==> src/hw/rtl/ffcpt_pkg.sv <==
// Shared constants, codes and beat layouts of the full/free chunk partition table.
package ffcpt_pkg;

  // Table geometry
  localparam int unsigned MAX_CHUNKS = 64;
  localparam int unsigned FILL_W     = 16;
  localparam int unsigned ID_W       = 6;
  localparam int unsigned ID_SPACE   = 1 << ID_W;
  localparam int unsigned SLOT_W     = $clog2(MAX_CHUNKS);
  localparam int unsigned CNT_W      = $clog2(MAX_CHUNKS + 1);
  localparam int unsigned TOTAL_W    = ID_W + FILL_W;
  localparam int unsigned ST_W       = 3;
  localparam int unsigned OP_W       = 2;

  // Input beat layout: op, chunk_id, fill_count, chunk_capacity
  localparam int unsigned IN_ID_LSB   = OP_W;
  localparam int unsigned IN_FILL_LSB = IN_ID_LSB + ID_W;
  localparam int unsigned IN_CAP_LSB  = IN_FILL_LSB + FILL_W;
  localparam int unsigned IN_FIELDS_W = IN_CAP_LSB + FILL_W;
  localparam int unsigned IN_TDATA_W  = ((IN_FIELDS_W + 7) / 8) * 8;

  // Output beat layout: status, has_free, first_free, held, full, total
  localparam int unsigned OUT_FIELDS_W = ST_W + 1 + ID_W + CNT_W + CNT_W + TOTAL_W;
  localparam int unsigned OUT_TDATA_W  = ((OUT_FIELDS_W + 7) / 8) * 8;
  localparam int unsigned OUT_PAD_W    = OUT_TDATA_W - OUT_FIELDS_W;

  typedef enum logic [OP_W-1:0] {
    OP_ADD    = 2'd0,
    OP_RESIZE = 2'd1,
    OP_CLEAR  = 2'd2
  } op_e;

  typedef enum logic [ST_W-1:0] {
    ST_OK         = 3'd0,
    ST_FULL_TABLE = 3'd1,
    ST_UNKNOWN    = 3'd2,
    ST_OVER_CAP   = 3'd3,
    ST_DUPLICATE  = 3'd4
  } status_e;

endpackage

==> src/hw/rtl/ffcpt_ram.sv <==
// Generic single-write, single-read RAM with registered read data.
module ffcpt_ram #(
  parameter int unsigned WIDTH = 8,
  parameter int unsigned DEPTH = 64
) (
  input  logic                     clk_i,
  input  logic                     we_i,
  input  logic [$clog2(DEPTH)-1:0] waddr_i,
  input  logic [WIDTH-1:0]         wdata_i,
  input  logic                     re_i,
  input  logic [$clog2(DEPTH)-1:0] raddr_i,
  output logic [WIDTH-1:0]         rdata_o
);

  logic [WIDTH-1:0] mem_q [DEPTH];
  logic [WIDTH-1:0] rdata_q;

  // Write port
  always_ff @(posedge clk_i) begin
    if (we_i) begin
      mem_q[waddr_i] <= wdata_i;
    end
  end

  // Read port, data held until the next read
  always_ff @(posedge clk_i) begin
    if (re_i) begin
      rdata_q <= mem_q[raddr_i];
    end
  end

  assign rdata_o = rdata_q;

endmodule

==> src/hw/rtl/full_free_chunk_partition_table.sv <==
// Every beat ends in S_FETCH and S_OUT. Resizes of a known chunk read back in S_RSZ first; a
// fullness change adds S_SWAP and S_PLACE, a full add with nothing to shift S_PLACE; S_SHIFT
// moves one slot per cycle through the slot RAM when slots shift. Throughput: one beat at a
// time; the next beat is taken once the result sits in the output register. Reset clears the
// presence bits, counters, total and handshake state at once; the slot and chunk RAMs are not
// cleared and need no clearing pass.
module full_free_chunk_partition_table (
  input  logic                               clk_i,
  input  logic                               rst_ni,
  // op, chunk_id, fill_count, chunk_capacity (from bit 0 up)
  input  logic [ffcpt_pkg::IN_TDATA_W-1:0]   s_axis_tdata_i,
  input  logic                               s_axis_tvalid_i,
  output logic                               s_axis_tready_o,
  // status, has_free_chunk, first_free_chunk, chunks_held, full_chunks, entity_total, pad
  output logic [ffcpt_pkg::OUT_TDATA_W-1:0]  m_axis_tdata_o,
  output logic                               m_axis_tvalid_o,
  input  logic                               m_axis_tready_i
);
  import ffcpt_pkg::*;

  localparam logic [2:0] S_IDLE  = 3'd0;
  localparam logic [2:0] S_RSZ   = 3'd1;
  localparam logic [2:0] S_SHIFT = 3'd2;
  localparam logic [2:0] S_SWAP  = 3'd3;
  localparam logic [2:0] S_PLACE = 3'd4;
  localparam logic [2:0] S_FETCH = 3'd5;
  localparam logic [2:0] S_OUT   = 3'd6;

  logic [2:0]           state_q, state_d;
  logic [ID_W-1:0]      id_q, id_d;
  logic [FILL_W-1:0]    fill_q, fill_d;
  status_e              status_q, status_d;
  logic [CNT_W-1:0]     boundary_q, boundary_d;
  logic [CNT_W-1:0]     held_q, held_d;
  logic [TOTAL_W-1:0]   total_q, total_d;
  logic [ID_SPACE-1:0]  present_q, present_d;
  logic [SLOT_W-1:0]    rd_ptr_q, rd_ptr_d;
  logic [SLOT_W-1:0]    wr_ptr_q, wr_ptr_d;
  logic [CNT_W-1:0]     rd_cnt_q, rd_cnt_d;
  logic                 pend_q, pend_d;
  logic                 left_q, left_d;
  logic [SLOT_W-1:0]    s_q, s_d;
  logic [SLOT_W-1:0]    t_q, t_d;
  logic                 m_valid_q, m_valid_d;
  logic [OUT_TDATA_W-1:0] m_data_q, m_data_d;

  // Input beat fields
  op_e               in_op;
  logic [ID_W-1:0]   in_id;
  logic [FILL_W-1:0] in_fill;
  logic [FILL_W-1:0] in_cap;
  logic              in_beat;

  assign in_op   = op_e'(s_axis_tdata_i[OP_W-1:0]);
  assign in_id   = s_axis_tdata_i[IN_ID_LSB +: ID_W];
  assign in_fill = s_axis_tdata_i[IN_FILL_LSB +: FILL_W];
  assign in_cap  = s_axis_tdata_i[IN_CAP_LSB +: FILL_W];
  assign s_axis_tready_o = (state_q == S_IDLE);
  assign in_beat = s_axis_tvalid_i && s_axis_tready_o;

  // RAM ports
  logic              s2c_we, s2c_re;
  logic [SLOT_W-1:0] s2c_waddr, s2c_raddr;
  logic [ID_W-1:0]   s2c_wdata, s2c_rdata;
  logic              c2s_we, c2s_re;
  logic [ID_W-1:0]   c2s_waddr, c2s_raddr;
  logic [SLOT_W-1:0] c2s_wdata, c2s_rdata;
  logic              fr_we, fr_re;
  logic [ID_W-1:0]   fr_waddr, fr_raddr;
  logic [2*FILL_W-1:0] fr_wdata, fr_rdata;

  // Resize read-back: stored fill and capacity
  logic [FILL_W-1:0] rd_room, rd_old;
  logic              was_full;
  logic              has_free;
  logic [ID_W-1:0]   first_free;

  assign rd_room  = fr_rdata[FILL_W-1:0];
  assign rd_old   = fr_rdata[2*FILL_W-1:FILL_W];
  assign was_full = (rd_old == rd_room);
  assign has_free = (boundary_q < held_q);
  assign first_free = has_free ? s2c_rdata : '0;

  // Sequencer
  always_comb begin
    state_d    = state_q;
    id_d       = id_q;
    fill_d     = fill_q;
    status_d   = status_q;
    boundary_d = boundary_q;
    held_d     = held_q;
    total_d    = total_q;
    present_d  = present_q;
    rd_ptr_d   = rd_ptr_q;
    wr_ptr_d   = wr_ptr_q;
    rd_cnt_d   = rd_cnt_q;
    pend_d     = pend_q;
    left_d     = left_q;
    s_d        = s_q;
    t_d        = t_q;
    m_valid_d  = m_valid_q;
    m_data_d   = m_data_q;
    s2c_we = 1'b0; s2c_waddr = '0; s2c_wdata = '0;
    s2c_re = 1'b0; s2c_raddr = '0;
    c2s_we = 1'b0; c2s_waddr = '0; c2s_wdata = '0;
    c2s_re = 1'b0; c2s_raddr = '0;
    fr_we  = 1'b0; fr_waddr  = '0; fr_wdata  = '0;
    fr_re  = 1'b0; fr_raddr  = '0;

    if (m_axis_tready_i) begin
      m_valid_d = 1'b0;
    end

    unique case (state_q)
      S_IDLE: begin
        if (in_beat) begin
          id_d     = in_id;
          fill_d   = in_fill;
          status_d = ST_OK;
          state_d  = S_FETCH;
          unique case (in_op)
            OP_ADD: begin
              priority if (present_q[in_id]) begin
                status_d = ST_DUPLICATE;
              end else if (held_q >= CNT_W'(MAX_CHUNKS)) begin
                status_d = ST_FULL_TABLE;
              end else if (in_fill > in_cap) begin
                status_d = ST_OVER_CAP;
              end else begin
                present_d[in_id] = 1'b1;
                total_d  = total_q + TOTAL_W'(in_fill);
                fr_we    = 1'b1;
                fr_waddr = in_id;
                fr_wdata = {in_fill, in_cap};
                held_d   = held_q + CNT_W'(1);
                if (in_fill < in_cap) begin
                  // chunk with room goes to the end
                  s2c_we    = 1'b1;
                  s2c_waddr = held_q[SLOT_W-1:0];
                  s2c_wdata = in_id;
                  c2s_we    = 1'b1;
                  c2s_waddr = in_id;
                  c2s_wdata = held_q[SLOT_W-1:0];
                end else begin
                  // full chunk goes in at the boundary after the room region moves up
                  boundary_d = boundary_q + CNT_W'(1);
                  t_d        = boundary_q[SLOT_W-1:0];
                  if (held_q == boundary_q) begin
                    state_d = S_PLACE;
                  end else begin
                    rd_cnt_d = held_q - boundary_q;
                    rd_ptr_d = held_q[SLOT_W-1:0] - SLOT_W'(1);
                    wr_ptr_d = held_q[SLOT_W-1:0];
                    pend_d   = 1'b0;
                    left_d   = 1'b0;
                    state_d  = S_SHIFT;
                  end
                end
              end
            end
            OP_RESIZE: begin
              if (!present_q[in_id]) begin
                status_d = ST_UNKNOWN;
              end else begin
                fr_re     = 1'b1;
                fr_raddr  = in_id;
                c2s_re    = 1'b1;
                c2s_raddr = in_id;
                state_d   = S_RSZ;
              end
            end
            OP_CLEAR: begin
              present_d  = '0;
              boundary_d = '0;
              held_d     = '0;
              total_d    = '0;
            end
            default: begin
            end
          endcase
        end
      end

      S_RSZ: begin
        state_d = S_FETCH;
        if (fill_q > rd_room) begin
          status_d = ST_OVER_CAP;
        end else begin
          total_d  = total_q + TOTAL_W'(fill_q) - TOTAL_W'(rd_old);
          fr_we    = 1'b1;
          fr_waddr = id_q;
          fr_wdata = {fill_q, rd_room};
          s_d      = c2s_rdata;
          if (fill_q == '0) begin
            // removal: later slots move down by one
            present_d[id_q] = 1'b0;
            held_d = held_q - CNT_W'(1);
            if (CNT_W'(c2s_rdata) < boundary_q) begin
              boundary_d = boundary_q - CNT_W'(1);
            end
            if (CNT_W'(c2s_rdata) + CNT_W'(1) < held_q) begin
              rd_cnt_d = held_q - CNT_W'(c2s_rdata) - CNT_W'(1);
              rd_ptr_d = c2s_rdata + SLOT_W'(1);
              wr_ptr_d = c2s_rdata;
              pend_d   = 1'b0;
              left_d   = 1'b1;
              state_d  = S_SHIFT;
            end
          end else if (!was_full && (fill_q == rd_room)) begin
            // becomes full: swap with the slot at the boundary
            t_d        = boundary_q[SLOT_W-1:0];
            boundary_d = boundary_q + CNT_W'(1);
            s2c_re     = 1'b1;
            s2c_raddr  = boundary_q[SLOT_W-1:0];
            state_d    = S_SWAP;
          end else if (was_full && (fill_q < rd_room)) begin
            // leaves full: swap with the last full slot
            t_d        = boundary_q[SLOT_W-1:0] - SLOT_W'(1);
            boundary_d = boundary_q - CNT_W'(1);
            s2c_re     = 1'b1;
            s2c_raddr  = boundary_q[SLOT_W-1:0] - SLOT_W'(1);
            state_d    = S_SWAP;
          end
        end
      end

      S_SHIFT: begin
        // reads run one slot ahead of the writes, never touching a written slot
        pend_d = (rd_cnt_q != '0);
        if (rd_cnt_q != '0) begin
          s2c_re    = 1'b1;
          s2c_raddr = rd_ptr_q;
          rd_ptr_d  = left_q ? rd_ptr_q + SLOT_W'(1) : rd_ptr_q - SLOT_W'(1);
          rd_cnt_d  = rd_cnt_q - CNT_W'(1);
        end
        if (pend_q) begin
          s2c_we    = 1'b1;
          s2c_waddr = wr_ptr_q;
          s2c_wdata = s2c_rdata;
          c2s_we    = 1'b1;
          c2s_waddr = s2c_rdata;
          c2s_wdata = wr_ptr_q;
          wr_ptr_d  = left_q ? wr_ptr_q + SLOT_W'(1) : wr_ptr_q - SLOT_W'(1);
          if (rd_cnt_q == '0) begin
            state_d = left_q ? S_FETCH : S_PLACE;
          end
        end
      end

      S_SWAP: begin
        // chunk from the target slot moves to the resized chunk's slot
        s2c_we    = 1'b1;
        s2c_waddr = s_q;
        s2c_wdata = s2c_rdata;
        c2s_we    = 1'b1;
        c2s_waddr = s2c_rdata;
        c2s_wdata = s_q;
        state_d   = S_PLACE;
      end

      S_PLACE: begin
        s2c_we    = 1'b1;
        s2c_waddr = t_q;
        s2c_wdata = id_q;
        c2s_we    = 1'b1;
        c2s_waddr = id_q;
        c2s_wdata = t_q;
        state_d   = S_FETCH;
      end

      S_FETCH: begin
        s2c_re    = 1'b1;
        s2c_raddr = boundary_q[SLOT_W-1:0];
        state_d   = S_OUT;
      end

      S_OUT: begin
        if (!m_valid_q || m_axis_tready_i) begin
          m_valid_d = 1'b1;
          m_data_d  = {{OUT_PAD_W{1'b0}}, total_q, boundary_q, held_q,
                       first_free, has_free, status_q};
          state_d   = S_IDLE;
        end
      end

      default: begin
        state_d = S_IDLE;
      end
    endcase
  end

  // Control registers
  always_ff @(posedge clk_i or negedge rst_ni) begin
    if (!rst_ni) begin
      state_q    <= S_IDLE;
      boundary_q <= '0;
      held_q     <= '0;
      total_q    <= '0;
      present_q  <= '0;
      rd_cnt_q   <= '0;
      pend_q     <= 1'b0;
      m_valid_q  <= 1'b0;
    end else begin
      state_q    <= state_d;
      boundary_q <= boundary_d;
      held_q     <= held_d;
      total_q    <= total_d;
      present_q  <= present_d;
      rd_cnt_q   <= rd_cnt_d;
      pend_q     <= pend_d;
      m_valid_q  <= m_valid_d;
    end
  end

  // Payload registers
  always_ff @(posedge clk_i) begin
    id_q     <= id_d;
    fill_q   <= fill_d;
    status_q <= status_d;
    rd_ptr_q <= rd_ptr_d;
    wr_ptr_q <= wr_ptr_d;
    left_q   <= left_d;
    s_q      <= s_d;
    t_q      <= t_d;
    m_data_q <= m_data_d;
  end

  assign m_axis_tvalid_o = m_valid_q;
  assign m_axis_tdata_o  = m_data_q;

  // Slot to chunk handle
  ffcpt_ram #(.WIDTH(ID_W), .DEPTH(MAX_CHUNKS)) u_slot_ram (
    .clk_i   (clk_i),
    .we_i    (s2c_we),
    .waddr_i (s2c_waddr),
    .wdata_i (s2c_wdata),
    .re_i    (s2c_re),
    .raddr_i (s2c_raddr),
    .rdata_o (s2c_rdata)
  );

  // Chunk handle to slot
  ffcpt_ram #(.WIDTH(SLOT_W), .DEPTH(ID_SPACE)) u_pos_ram (
    .clk_i   (clk_i),
    .we_i    (c2s_we),
    .waddr_i (c2s_waddr),
    .wdata_i (c2s_wdata),
    .re_i    (c2s_re),
    .raddr_i (c2s_raddr),
    .rdata_o (c2s_rdata)
  );

  // Chunk fill and capacity
  ffcpt_ram #(.WIDTH(2*FILL_W), .DEPTH(ID_SPACE)) u_fill_ram (
    .clk_i   (clk_i),
    .we_i    (fr_we),
    .waddr_i (fr_waddr),
    .wdata_i (fr_wdata),
    .re_i    (fr_re),
    .raddr_i (fr_raddr),
    .rdata_o (fr_rdata)
  );

  // Checks
  a_boundary_le_held: assert property (@(posedge clk_i) disable iff (!rst_ni)
    boundary_q <= held_q)
    else $error("boundary beyond held count");

  a_held_le_max: assert property (@(posedge clk_i) disable iff (!rst_ni)
    held_q <= CNT_W'(MAX_CHUNKS))
    else $error("held count beyond table size");

  a_one_at_a_time: assert property (@(posedge clk_i) disable iff (!rst_ni)
    in_beat |=> !s_axis_tready_o)
    else $error("second beat taken while busy");

  a_fetch_then_out: assert property (@(posedge clk_i) disable iff (!rst_ni)
    (state_q == S_FETCH) |=> (state_q == S_OUT))
    else $error("fetch not followed by output");

  a_shift_in_range: assert property (@(posedge clk_i) disable iff (!rst_ni)
    ((state_q == S_SHIFT) && pend_q) |-> (CNT_W'(wr_ptr_q) < held_q))
    else $error("shift writes beyond held slots");

endmodule

==> config.mk <==
export PLATFORM = sky130hd
export DESIGN_NAME = full_free_chunk_partition_table
export DESIGN_NICKNAME = d
export VERILOG_FILES = /design/src/hw/rtl/ffcpt_pkg.sv /design/src/hw/rtl/ffcpt_ram.sv /design/src/hw/rtl/full_free_chunk_partition_table.sv
export SDC_FILE = /design/constraint.sdc
export NUM_CORES = 2
export LEC_CHECK = 0
export BUFFER_PORTS_ARGS = -buffer_cell sky130_fd_sc_hd__buf_2
export CELL_PAD_IN_SITES_DETAIL_PLACEMENT = 0
export CELL_PAD_IN_SITES_GLOBAL_PLACEMENT = 1
export CORE_AREA = 5 5 657 659
export DETAILED_ROUTE_END_ITERATION = 12
export DIE_AREA = 0 0 662 664
export PLACE_DENSITY_LB_ADDON = 0.15
export REMOVE_ABC_BUFFERS = 1
export SYNTH_ARGS = -nofsm -noshare
export SYNTH_HDL_FRONTEND = slang
export SYNTH_SLANG_ARGS = --single-unit
==> constraint.sdc <==
create_clock -name clk_i -period 6.4 [get_ports clk_i]
set_input_delay 0.64 -clock clk_i [delete_from_list [all_inputs] [get_ports clk_i]]
set_output_delay 0.64 -clock clk_i [all_outputs]
set_load 0.005 [all_outputs]
=== Word-level counts from Yosys, hierarchy flattened ===
Memory sizes are Yosys's and may differ from the RTL's. A register that Yosys moved wholly into a read port is not among the register bits.
Cells that the tools add are included.

* Flip-flop bits (word level): 208
* RAM bits: 2816
* Input port bits: 44
* Output and inout bits: 50
* Logic and storage cells: 323
* Memories kept: 3

* $add $sub $neg: 19
* $lt $le $gt $ge: 12
* Equality and inequality tests: 35
* Mux-type cells: 203
* Bitwise logic cells: 4
* Reduce and logical (&&, ||, !) cells: 29

{| class="wikitable"
|+ Memory list
! memory !! depth !! width !! rd ports !! clocked after Yosys merged registers in !! wr ports !! line !! text
|-
| u_fill_ram.mem_q || 64 || 32 || 1 || 1 || 1 || ffcpt_ram.sv:15 || <nowiki>logic [WIDTH-1:0] mem_q [DEPTH];</nowiki>
|-
| u_pos_ram.mem_q || 64 || 6 || 1 || 1 || 1 || ffcpt_ram.sv:15 ||
|-
| u_slot_ram.mem_q || 64 || 6 || 1 || 1 || 1 || ffcpt_ram.sv:15 ||
|}

{| class="wikitable"
|+ Operator list
! kind !! number
|-
| two-way mux 64 bit || 6
|-
| two-way mux 6 bit || 63
|-
| case mux 64 bit (2 select lines) || 2
|-
| two-way mux 32 bit || 6
|-
| two-way mux 7 bit || 27
|-
| two-way mux 22 bit || 5
|-
| case mux 22 bit (2 select lines) || 2
|-
| bitwise AND 64 bit || 1
|-
| NOT 64 bit || 1
|-
| bitwise OR 64 bit || 1
|-
| case mux 32 bit (2 select lines) || 1
|-
| case mux 7 bit (2 select lines) || 4
|-
| two-way mux 3 bit || 18
|-
| case mux 6 bit (3 select lines) || 3
|-
| case mux 6 bit (4 select lines) || 2
|-
| two-way mux 1 bit || 46
|-
| adder 22 x 16 -> 22 bit || 2
|-
| == test 16 bit || 2
|-
| greater-than comparator 16 bit || 2
|-
| < comparator 16 bit || 2
|-
| != test 2 bit, second input constant || 14
|-
| subtractor 7 x 1 -> 7 bit, second input constant || 4
|-
| case mux 6 bit (2 select lines) || 2
|-
| AND reduction 12 bit || 2
|-
| 49 further kinds || 84
|}

=== Longest topological paths before layout ===
* Depth after elaboration: 11
* Gate-level depth with buffers: 19
* Mapped depth without buffers: 17

=== By module ===
A second synthesis with hierarchy kept.

* Cells, all modules: 6734
* Area total of the unflattened synthesis: 125957.1 um^2

{| class="wikitable"
|+ Modules (own cells, without submodules)
! module !! times used !! cells each !! area an instance (um^2) !! sequential area each (um^2)
|-
| ffcpt_ram (u_fill_ram) || 1 || 3511 || 79359.9 || 62459.9
|-
| ffcpt_ram (u_pos_ram ...) || 2 || 729 || 15265.9 || 11711.2
|-
| full_free_chunk_partition_table || 1 || 1765 || 16065.4 || 5685.5
|}

=== Least setup slack after synthesis ===
Ideal clock, no wire load.

* Path kind: input port to flip-flop
* Start point: in s_axis_tdata_i[3] in the netlist's numbering
* End point: mem u_fill_ram.mem_q[0][23] in the netlist's numbering, data pin
* Setup time: 0.702 ns
* Arrival: 5.311 ns
* Data required time: 5.698 ns
* Setup slack: 0.387 ns
* Stages: 12
* Path buffers: 3
* Path through: buf_2 > mux4_2 > mux2i_1 > nor2_1 > nor4_2 > nand3_2 > nor4_1 > o21a_1 > buf_4 > nand2_2 > clkbuf_1 > o21ai_0

* Longest elaborated chain between the ends: 6

{| class="wikitable"
|+ Ends and longest elaborated chain
! item !! line !! text
|-
| start: declaration || full_free_chunk_partition_table.sv:11 || <nowiki>input logic [ffcpt_pkg::IN_TDATA_W-1:0] s_axis_tdata_i,</nowiki>
|-
| binary-select mux 1 bit (select 6 bit) || full_free_chunk_partition_table.sv:123 || <nowiki>priority if (present_q[in_id]) begin</nowiki>
|-
| two-way mux 1 bit (not written as such) || full_free_chunk_partition_table.sv:123 ||
|-
| two-way mux 32 bit || full_free_chunk_partition_table.sv:123 ||
|-
| two-way mux 32 bit || full_free_chunk_partition_table.sv:121 || <nowiki>unique case (in_op)</nowiki>
|-
| two-way mux 32 bit || full_free_chunk_partition_table.sv:116 || <nowiki>if (in_beat) begin</nowiki>
|-
| case mux 32 bit (2 select lines) || full_free_chunk_partition_table.sv:114 || <nowiki>unique case (state_q)</nowiki>
|-
| net fr_wdata[23] || full_free_chunk_partition_table.sv:70 || <nowiki>logic [2*FILL_W-1:0] fr_wdata, fr_rdata;</nowiki>
|-
| end: declaration || ffcpt_ram.sv:15 ||
|}

The timed path passes the listed nets, and every way through them passes these cells. The select of a mux whose other input is x is not followed.

=== Worst setup path in the final report ===
* Start point: reg u_fill_ram.rdata_q[13] (netlist: u_fill_ram.rdata_o[13]) (read register of u_fill_ram.mem_q)
* End point: mem u_fill_ram.mem_q[19][31] in the netlist's numbering (enable)

* Longest elaborated chain between the ends: 5
* Elaborated cells on any way between the ends: 7
* Those cells by class: order compare (1); mux (6)

{| class="wikitable"
|+ Ends and longest elaborated chain
! item !! line !! text
|-
| start: declaration || ffcpt_ram.sv:16 || <nowiki>logic [WIDTH-1:0] rdata_q;</nowiki>
|-
| greater-than comparator 16 bit (*) || full_free_chunk_partition_table.sv:186 || <nowiki>if (fill_q > rd_room) begin</nowiki>
|-
| two-way mux 1 bit || full_free_chunk_partition_table.sv:186 ||
|-
| case mux 1 bit (2 select lines) || full_free_chunk_partition_table.sv:114 ||
|-
| two-way mux 1 bit || ffcpt_ram.sv:20 || <nowiki>if (we_i) begin</nowiki>
|-
| two-way mux 1 bit (not written as such) || ffcpt_ram.sv:21 || <nowiki>mem_q[waddr_i] <= wdata_i;</nowiki>
|}

Mark *: on every way between the ends. The rest lies on a longest branch, timed or not.

==> impl_metrics.json <==
{
  "clk_latency_ns": 0.99,
  "timing.rr.start": "u_fill_ram.rdata_o[13]",
  "clock-root-buffer": "clkbuf_16",
  "grt_antenna_before_repair": 56,
  "wl_per_cell_um": 33.5,
  "antenna_left": 0,
  "layout-drive-gt1-share": 0.159,
  "core_mm2": 0.426,
  "postSynthAreaPerCell_um2": 14.3,
  "irDropWorstVdd_mv": 0.370,
  "gp_congestion": 0.860,
  "grt_use_met2": 0.360,
  "hpwl_um": 351000,
  "synth_top_area_share": 0.698,
  "min_from": "s_axis_tdata_i[11]",
  "p_leak_nw": 53.6,
  "clkSlewWorstSetupHoldPaths_ns": 0.06,
  "num_rows": 240,
  "tritoncts": "built",
  "die_w_um": 662,
  "io_pins": 94,
  "finalNetCount": 9640,
  "overflow": 0,
  "cts_sinks": 3068,
  "synth_top_cells_by_area": "edfxtp_1 (70%), mux2i_1 (4.5%), nand2_1 (4.0%)",
  "synth-seq-cells": 3068,
  "tightest_slew_ns": 1.42,
  "period_share": 0.987,
  "cts_inserted_buffers": 350,
  "grtUsageMet1": 0.323,
  "critPathCaptureType": "flop",
  "critical_path_class": "reg2reg",
  "max_freq_ghz": 0.158,
  "synth_area_mm2": 0.127,
  "wl_um": 518000,
  "maxSlewViolCount": 0,
  "syn2layout_area_growth_pct": 18.6,
  "gr-max-usage-layer": "met2",
  "h-tree-depth": 5,
  "utilization": 0.354,
  "finalSetupViolCount": 0,
  "finalCriticalPeriod_ns": 6.32,
  "synthesis.instances": 8909,
  "yosysTopAreaCell": "edfxtp_1",
  "async_flop_share": 0.0365,
  "path_max_fanout": 32,
  "grt_pass1_vias": 80300,
  "worstHoldPathCells": 1,
  "finalPower_mw": 53.9,
  "cts_buffer_depth": 4,
  "grt_max_degree": 122,
  "vias": 83100,
  "drc": 0,
  "status": "completed",
  "met3_usage": 0.0348,
  "arrival_ns": 6.90,
  "final.setup.tns_ns": 0,
  "cp.required_ns": 6.98,
  "grt_pass1_wl_um": 702000,
  "synth-edff-count": 2956,
  "netlist-cell-type-count": 100,
  "yosys_warnings": 0,
  "die_height_um": 664,
  "maxCapViolations": 0,
  "rr_endpoint": "u_fill_ram.mem_q[19][31]",
  "grt_use_total": 0.228,
  "synthFlopType": "edfxtp_1",
  "crit_path_start_kind": "flop",
  "rr_worst_depth": 17,
  "drt-initial-drc-count": 9351,
  "rsz0062_at_grt": "no",
  "hold_class": "in2reg",
  "die_area_mm2": 0.440,
  "viasPerCell": 5.38,
  "fillers": 40900,
  "initial_core_util": 0.299,
  "p_per_area_mw_per_mm2": 357,
  "hold_end": "fill_q[3]",
  "ys_seq_area_frac": 0.720,
  "io_buffers": 91,
  "hold_viol": 0,
  "r2r_slack_ns": 0.08,
  "finalClockSkew_ns": 0.0922,
  "relSlewSlack": 0.0402,
  "drt_first_pass_iters": 6
}
## how the worst max path moves through the flow
stage	from	end	slack (ns)	cells after the start
6_report	u_fill_ram.rdata_o[13]	u_fill_ram.mem_q[19][31]	0.08	17
5_1_grt	u_fill_ram.rdata_o[20]	u_slot_ram.rdata_o[3]	0.003	11
4_1_cts	u_fill_ram.rdata_o[20]	u_slot_ram.rdata_o[3]	0.10	11
3_5_place_dp	s_axis_tdata_i[3]	u_fill_ram.rdata_o[9]	-0.04	19
3_3_place_gp	s_axis_tdata_i[3]	u_fill_ram.rdata_o[9]	-0.06	19
2_1_floorplan	s_axis_tdata_i[4]	u_fill_ram.rdata_o[1]	-3.97	10
## layout make-up
class                           instances  area [µm²]  area share
Clock inverter                        198        1670      0.0111
Inverter                              162         611     0.00405
Multi-Input combinational cell       5165       33600       0.223
Clock buffer                          438        9290      0.0616
Sequential cell                      3068       91600       0.608
Antenna cell                           27        67.6    0.000448
Tap cell                             5687        7120      0.0472
Timing Repair Buffer                  714        6730      0.0447
## placed cells by master, fill, tap and decap left out, types with 125 or more instances in the layout
cell type  netlist  final
edfxtp_1      2956   2956
nand2_1       1360   1350
a21oi_1        638    638
mux2i_1        577    577
buf_4           41    490
clkbuf_16        0    357
o21ai_0        355    337
nor2_1         354    285
nand3_1        199    196
o221ai_1       167    167
inv_1          159    152
mux2_2         132    132
nor3_1         131    125
## repair_timing
item,in CTS,in global routing
setup buffers,0,0
gates resized for setup,0,1
hold buffers,10,0
setup endpoints to repair,0,1
hold endpoints to repair,27,0
## flip-flops by register name (all words and copies together) (netlist names), 16 cells and up
register,count
fill_q,16
u_fill_ram.mem_q,2048
total_q,22
m_axis_tdata_o,46
present_q,64
u_pos_ram.mem_q,384
u_slot_ram.mem_q,384
u_fill_ram.rdata_o,32
## critical path, stage by stage (launching register included)
cell and delay (ns):
edfxtp_1 0.75, inv_1 0.26, ha_1 0.37, nand4_1 0.21
nor4_1 0.60, buf_4 0.24, o311ai_0 0.11, buf_4 0.22
a21oi_1 0.19, o21a_2 0.20, nand2_4 0.05, inv_1 0.33
a21o_1 0.18, a32oi_1 0.05, o21ai_0 0.53, nand2_1 0.31
buf_12 0.22, nor2_4 1.00
## power by group
group | switching (mW) | total [mW] | internal [mW]
Clock | 8.35 | 19.5 | 11.1
Sequential | 0.597 | 24.3 | 23.7
Combinational | 7.11 | 10.1 | 2.99
Total | 16.1 | 53.9 | 37.8
## cells by family (layout without fill, tap and decap cells)
group	count (synthesis)	after routing	share of synthesized area
and+or+nand+nor	2409	2409	0.0832
xor gates and xnor gates	84	84	0.00579
other	1	29	0.0000295
DFF	3068	3068	0.720
buffers and inverters	677	1512	0.0238
adders and majority gates	135	135	0.0145
AOI/OAI and AO/OA	1809	1809	0.0922
muxes	726	726	0.0600
## routing by layer
metal,share of wire,routed length [µm]
met1,0.44,226000
met2,0.46,238000
met3,0.069,35500
met4,0.036,18700
met5,0.00014,71
## through the flow
stage / worst slack (ns) / instances / hold slack [ns] / instance area (µm²)
5_1_grt: 0.00274 / 15400 / 0.0450 / 151000
4_1_cts: 0.100 / 15400 / 0.0151 / 151000
6_report: 0.0839 / 15500 / 0.0921 / 151000
2_1_floorplan: -3.97 / 8395 / 0.344 / 125000
3_5_place_dp: -0.0405 / 14800 / 0.474 / 140000
3_3_place_gp: -0.0570 / 14800 / 0.468 / 140000
## cells in the mapped netlist, drive strengths merged (27+ instances only)
| cell | n |
|---|---|
| nor4 | 71 |
| nand2 | 1367 |
| nand2b | 30 |
| o22a | 29 |
| mux2 | 134 |
| buf | 310 |
| mux2i | 577 |
| a21o | 37 |
| o32ai | 32 |
| nor2 | 356 |
| o22ai | 65 |
| xor2 | 40 |
| dfrtp | 112 |
| inv | 161 |
| a31oi | 78 |
| a221o | 54 |
| nor3 | 138 |
| a221oi | 66 |
| edfxtp | 2956 |
| or3 | 27 |
| ha | 114 |
| a211oi | 52 |
| a22oi | 33 |
| a21oi | 638 |
| clkbuf | 205 |
| o221ai | 167 |
| xnor2 | 44 |
| o21ai | 360 |
| and3 | 94 |
| nand3 | 201 |
| nor2b | 30 |
Note: power is estimated with default switching activity, not from simulation.
